==> config.mk <==
export PLATFORM = sky130hd
export DESIGN_NAME = lvec_cell
export DESIGN_NICKNAME = d
export VERILOG_FILES = /design/src/hw/rtl/lvec_pkg.sv /design/src/hw/rtl/lvec_cell.sv
export SDC_FILE = /design/constraint.sdc
export NUM_CORES = 1
export LEC_CHECK = 0
export BUFFER_PORTS_ARGS = -buffer_cell sky130_fd_sc_hd__clkbuf_2
export CAP_MARGIN = 20
export CORE_ASPECT_RATIO = 1.5
export CORE_UTILIZATION = 43
export DETAILED_ROUTE_END_ITERATION = 7
export PLACE_DENSITY = 0.82
export SETUP_SLACK_MARGIN = 0.5
export SLEW_MARGIN = 10
export SYNTH_ARGS = -nofsm -noshare
export SYNTH_HDL_FRONTEND = slang
export SYNTH_SLANG_ARGS = --single-unit
==> constraint.sdc <==
create_clock -name aclk -period 1 [get_ports aclk]
set_input_delay 0.05 -clock aclk [delete_from_list [all_inputs] [get_ports aclk]]
set_output_delay 0.05 -clock aclk [all_outputs]
set_load 0.005 [all_outputs]
==> src/hw/rtl/lvec_pkg.sv <==
package lvec_pkg;

    localparam int LVEC_MAX_NODES = 32;
    localparam int LVEC_FRAC_BITS = 8;

    localparam logic [1:0] CMD_LOAD   = 2'd0;
    localparam logic [1:0] CMD_EDGE   = 2'd1;
    localparam logic [1:0] CMD_CLEAR  = 2'd2;
    localparam logic [1:0] CMD_UNUSED = 2'd3;

    localparam logic [3:0] RC_STORED  = 4'd0;
    localparam logic [3:0] RC_DUP_ID  = 4'd1;
    localparam logic [3:0] RC_DUP_POS = 4'd2;
    localparam logic [3:0] RC_FULL    = 4'd3;
    localparam logic [3:0] RC_CLEARED = 4'd4;
    localparam logic [3:0] RC_NO_SRC  = 4'd5;
    localparam logic [3:0] RC_NO_TGT  = 4'd6;
    localparam logic [3:0] RC_INSIDE  = 4'd7;
    localparam logic [3:0] RC_DONE    = 4'd8;

    typedef struct packed {
        logic [31:0] id;
        logic [15:0] x;
        logic [15:0] y;
    } entry_t;

    typedef enum logic [3:0] {
        ST_IDLE,
        ST_SCAN,
        ST_DUP_ID,
        ST_DUP_POS,
        ST_STORED,
        ST_NO_SRC,
        ST_NO_TGT,
        ST_WALK,
        ST_DRAIN,
        ST_DONE,
        ST_ONE
    } state_t;

endpackage

==> src/hw/rtl/lvec_cell.sv <==
module lvec_cell
    import lvec_pkg::*;
(
    input  logic   aclk,
    input  logic   shift,
    input  entry_t d_in,
    output entry_t q
);

    entry_t entry_reg;

    always_ff @(posedge aclk) begin
        if (shift) begin
            entry_reg <= d_in;
        end
    end

    assign q = entry_reg;

endmodule
==> results of run 1 <==
==> stage by stage <==
step           utilization (%)  setup slack (ns)
2_1_floorplan                -             0.595
3_3_place_gp              62.8             0.181
3_5_place_dp              62.8             0.165
4_1_cts                   67.4            0.0834
5_1_grt                   67.4            0.0593
6_report                  67.4             0.113
==> cells in the mapped netlist <==
cell type  instances  area (um2)
edfxtp_1          64        1920
==> logic make-up (layout without fill, tap and decap cells) <==
family / after synthesis / after routing / share of synthesized area (%)
buf+inv: 0 / 147 / 0
flops: 64 / 64 / 100
==> area by class of cell <==
cell class / count / share of cell area [%]
Sequential cell: 64 / 67.2
Tap cell: 46 / 2.01
Timing Repair Buffer: 131 / 24.0
Clock inverter: 7 / 2.49
Clock buffer: 9 / 4.33
==> placed cells by master (no fill, tap or decap) <==
cell type / n
buf_2: 4
clkbuf_2: 125
edfxtp_1: 64
inv_6: 1
clkbuf_8: 9
clkinvlp_4: 3
buf_12: 2
clkinv_2: 2
bufinv_16: 1
==> how the worst max path moves through the flow <==
| stage | to | slack (ns) | depth (start not counted) | start |
|---|---|---|---|---|
| 5_1_grt | q[8] | 0.06 | 1 | q[8] |
| 3_3_place_gp | q[41] | 0.18 | 2 | shift |
| 4_1_cts | q[13] | 0.08 | 1 | q[13] |
| 2_1_floorplan | q[0] | 0.59 | 0 | q[0] |
| 3_5_place_dp | q[41] | 0.17 | 2 | shift |
| 6_report | q[13] | 0.11 | 1 | q[13] |
==> per-layer routing <==
| metal | up-vias | wire length [um] | GRT usage (%) |
|---|---|---|---|
| li1 | 546 | - | - |
| met1 | 532 | 1060 | 14.5 |
| met2 | 87 | 1990 | 28.0 |
| met3 | 14 | 514 | 8.22 |
| met4 | 0 | 116 | 14.0 |
| met5 | - | 0 | 0 |
==> power by group <==
part | switching, W | total (W) | internal [W]
clock | 0.000943 | 0.00209 | 0.00115
sequential | 0.0000536 | 0.00324 | 0.00319
combinational | 0.000185 | 0.000415 | 0.000230
total | 0.00118 | 0.00575 | 0.00456
==> timing repair <==
item / 4_1_cts / 5_1_grt
resized for setup: 0 / 4
gates cloned: 0 / 0
endpoints found under the hold margin: 64 / 64
buffers inserted: 0 / 0
pin swaps: 0 / 0
endpoints found under the setup margin: 64 / 64
==> results.tsv, run 1 <==
stage	metric	value	unit
timing	period_needed	0.887	ns
floorplan	initial_core_util	45.3	%
synthesis	ys_ff_latch	64	
worst_setup_path	cpMaxStageDelayCell	edfxtp_1	
floorplan	fp.dieArea	4750	um2
min_path	holdPathStages	1	
power_and_ir_drop	power_density	2010	nW/um2
timing	slew_headroom	84.5	%
status	violations	negative hold slack	
routing	antenna_left	0	
grt	grt_pass1_vias	1241	
floorplan	core_area	4250	um2
floorplan	die_y	83.9	um
final_layout	nMultiInputCombCells	0	
place	dp_cells	241	
final_layout	fillerInstances	301	
final_layout	area_growth	48.8	%
final_layout	multi_input_area	0	um2
synthesis	netlist_area	1920	um2
timing	fin_setup_tns	0	ns
timing	setup_violations	0	
clock_tree	cts_root_buf	clkbuf_8	
clock_tree	cts_tree	built	
clock_tree	numCtsBuffers	9	
status	outcome	complete, but fails checks	
routing	viasPerCell	4.59	
synthesis	yosysSeqAreaShare	100	%
timing	tightestPinTransition	0.233	ns
routing	drt_first_pass_iters	4	
clock_tree	cts_sinks	64	
power_and_ir_drop	ir_drop	1810	uV
grt	antenna_found_initial	0	
floorplan	die_w	56.6	um
flow_run	drv_cap	0	
worst_setup_path	cp.required	0.95	ns
power_and_ir_drop	finalPower	0.00575	W
floorplan	fp-row-count	29	
timing	hold_ws	-0.107	ns
final_layout	register_area	1920	um2
clock_tree	clk_transition_reported_paths	0.07	ns
final_layout	finalNonFillerCells	257	
routing	wl_per_cell	14.3	um
grt	grt_use_total	16.9	%
timing	clock.fmax	1130	MHz
timing	period_share	88.7	%
worst_setup_path	end_kind	primary output	
worst_setup_path	critPathKind	flip-flop to primary output	
min_path	min_from	d_in[0]	
worst_setup_path	max_stage_delay	0.38	ns
grt	globalRoute.totalOverflow	0	
synthesis	synth.net_count	130	
worst_setup_path	worstSetupStartpointType	flip-flop	
worst_setup_path	crit_fanout	1	
place	place_area	2670	um2
final_layout	nNetsFinal	272	
min_path	min_delay_worst_endpoint	q[0]	
final_layout	largest_reg_flops	64	
routing	drt_iter0_drc	41	
final_layout	drive_above_1_share	69.7	%
synthesis	ys_types	1	
floorplan	ioPinCount	130	
routing	vias	1179	
clock_tree	htree_num_levels	3	
worst_setup_path	worstPathArrival	0.84	ns
grt	grt_max_degree	33	
min_path	hold_path.class	primary input to flip-flop	
routing	drt_wl_total	3680	um
timing	slew_violations	0	
worst_setup_path	cp_cell_sequence	clkbuf_2	
clock_tree	clockBufferDepth	2	
worst_setup_path	crit_buf_inv	1	
timing	finalHoldViolCount	64	
final_layout	antennaDiodeCount	0	
power_and_ir_drop	leakagePower	1.27	nW
grt	grt_pass1_wl	5480	um
place	port_buffers	129	
place	gp_congestion	0.662	
synthesis	syn_avg_cell_area	30.0	um2
synthesis	synthCells	64	
synthesis	ys.warnings.count	0	
routing	drc	0	
timing	rsz0062_at_grt	true	
final_layout	final_area	2860	um2
worst_setup_path	crit_family	flip-flops	
(Power assumes the default switching activity.)
==> inputs of run 2 (changes only) <==
==> constraint.sdc (replaced) <==
create_clock -name aclk -period 1 [get_ports aclk]
set_input_delay 0.25 -clock aclk [delete_from_list [all_inputs] [get_ports aclk]]
set_output_delay 0.25 -clock aclk [all_outputs]
set_load 0.005 [all_outputs]
==> results.tsv, run 2 (synthesized netlist as in run 1, its figures left out) <==
stage	metric	value	unit
status	outcome	complete, but fails checks	
status	violations	negative setup slack	
place	gp_congestion	0.654	
floorplan	initial_core_util	45.3	%
timing	fin_setup_tns	-3.49	ns
grt	antenna_found_initial	0	
worst_setup_path	worstSetupStartpointType	flip-flop	
final_layout	multi_input_area	0	um2
clock_tree	clk_transition_reported_paths	0.07	ns
grt	grt_max_degree	14	
final_layout	post-route-util	76.5	%
routing	drc	0	
final_layout	nNetsFinal	288	
final_layout	drive_above_1_share	71.4	%
clock_tree	clockBufferDepth	2	
worst_setup_path	cp.required	0.75	ns
min_path	min_from	d_in[63]	
worst_setup_path	critPathKind	flip-flop to primary output	
worst_setup_path	crit_fanout	1	
routing	drt_wl_total	4310	um
routing	vias	1271	
timing	period_needed	1.11	ns
power_and_ir_drop	ir_drop	1680	uV
floorplan	ioPinCount	130	
worst_setup_path	crit_family	flip-flops	
min_path	hold_path.class	primary input to flip-flop	
final_layout	final_common_cell	clkbuf_2	
timing	tightestPinTransition	0.0963	ns
flow_run	drv_cap	0	
grt	globalRoute.totalOverflow	0	
place	port_buffers	129	
final_layout	final_cell_mix	clkbuf_2, edfxtp_1, clkbuf_8	
timing	clock.fmax	901	MHz
timing	slew_violations	0	
worst_setup_path	max_stage_delay	0.40	ns
clock_tree	numCtsBuffers	9	
clock_tree	postCtsHoldBufs	0	
routing	drt_first_pass_iters	4	
worst_setup_path	crit_buf_inv	1	
final_layout	antennaDiodeCount	0	
clock_tree	cts_tree	built	
final_layout	largest_reg_flops	64	
timing	rsz0062_at_grt	true	
routing	viasPerCell	4.66	
worst_setup_path	cpMaxStageDelayCell	edfxtp_1	
place	dp_cells	241	
min_path	min_delay_worst_endpoint	q[63]	
timing	slew_headroom	93.6	%
final_layout	nMultiInputCombCells	0	
timing	setup_violations	64	
worst_setup_path	critPathLaunch	q[8]	
routing	drt_iter0_drc	33	
min_path	holdPathStages	1	
worst_setup_path	cp_cell_sequence	clkbuf_2	
final_layout	finalNonFillerCells	273	
floorplan	core_area	4250	um2
clock_tree	htree_num_levels	3	
clock_tree	cts_root_buf	clkbuf_8	
grt	grt_pass1_vias	1338	
grt	grt_pass1_wl	6140	um
power_and_ir_drop	power_density	1910	nW/um2
timing	finalHoldViolCount	0	
timing	timing.final.ws_setup	-0.110	ns
worst_setup_path	worstPathArrival	0.86	ns
floorplan	die_y	83.9	um
floorplan	fp-row-count	29	
power_and_ir_drop	leakagePower	1.45	nW
floorplan	die_w	56.6	um
final_layout	area_growth	68.9	%
routing	wl_per_cell	15.8	um
worst_setup_path	end_kind	primary output	
grt	grt_use_total	18.4	%
routing	antenna_left	0	
timing	period_share	111	%
floorplan	fp.dieArea	4750	um2
clock_tree	cts_sinks	64	
==> run 2: cell types whose count changed in the layout (fill, tap and decap cells not counted), sizes merged <==
cell,before,now
bufinv,1,2
clkinv,2,1
buf,6,16
clkbuf,134,140
==> run 2: final cells by class <==
| cell class | count | area (um2) |
|---|---|---|
| clock buffers | 9 | 124 |
| clock inverters | 7 | 95.1 |
| fillers | 248 | 1000 |
| flip-flops and latches | 64 | 1920 |
| well taps | 46 | 57.6 |
| repair buffers | 147 | 1050 |
==> run 2: metal layers <==
| metal | vias to the layer above | share of wire (%) | GRT usage [%] |
|---|---|---|---|
| met1 | 587 | 33 | 17.8 |
| met3 | 11 | 10 | 6.67 |
| met2 | 92 | 55 | 32.2 |
| met5 | - | 0 | 0 |
| li1 | 581 | - | - |
| met4 | 0 | 2.4 | 11.3 |
==> run 2: through the flow <==
| stage | hold slack, ns | setup WS [ns] | cell area [um2] | power, W |
|---|---|---|---|---|
| 3_5_place_dp | 0.429 | 0.0531 | 2670 | 0.00372 |
| 2_1_floorplan | 0.349 | 0.395 | 1920 | 0.00333 |
| 4_1_cts | 0.0789 | -0.109 | 3160 | 0.00621 |
| 6_report | 0.0973 | -0.110 | 3250 | 0.00620 |
| 5_1_grt | 0.0741 | -0.169 | 3250 | 0.00644 |
| 3_3_place_gp | 0.426 | 0.0664 | 2670 | 0.00370 |
==> run 2: where the power goes <==
| group | total (W) | switching, W | internal (W) |
|---|---|---|---|
| clock | 0.00237 | 0.000969 | 0.00140 |
| combinational | 0.000592 | 0.000228 | 0.000364 |
| sequential | 0.00324 | 0.0000536 | 0.00319 |
| total | 0.00620 | 0.00125 | 0.00495 |
==> run 2: worst max path at each step <==
stage | end | slack [ns] | depth (start not counted)
6_report | q[8] | -0.11 | 1
5_1_grt | q[8] | -0.17 | 1
4_1_cts | q[8] | -0.11 | 1
3_5_place_dp | q[51] | 0.05 | 2
3_3_place_gp | q[41] | 0.07 | 2
2_1_floorplan | q[0] | 0.39 | 0
==> run 2: repair_timing <==
item / 4_1_cts / 5_1_grt
gates resized for setup: 17 / 5
cloned: 6 / 3
endpoints found under the hold margin: 0 / 0
endpoints found under the setup margin: 128 / 115
buffers inserted: 7 / 0
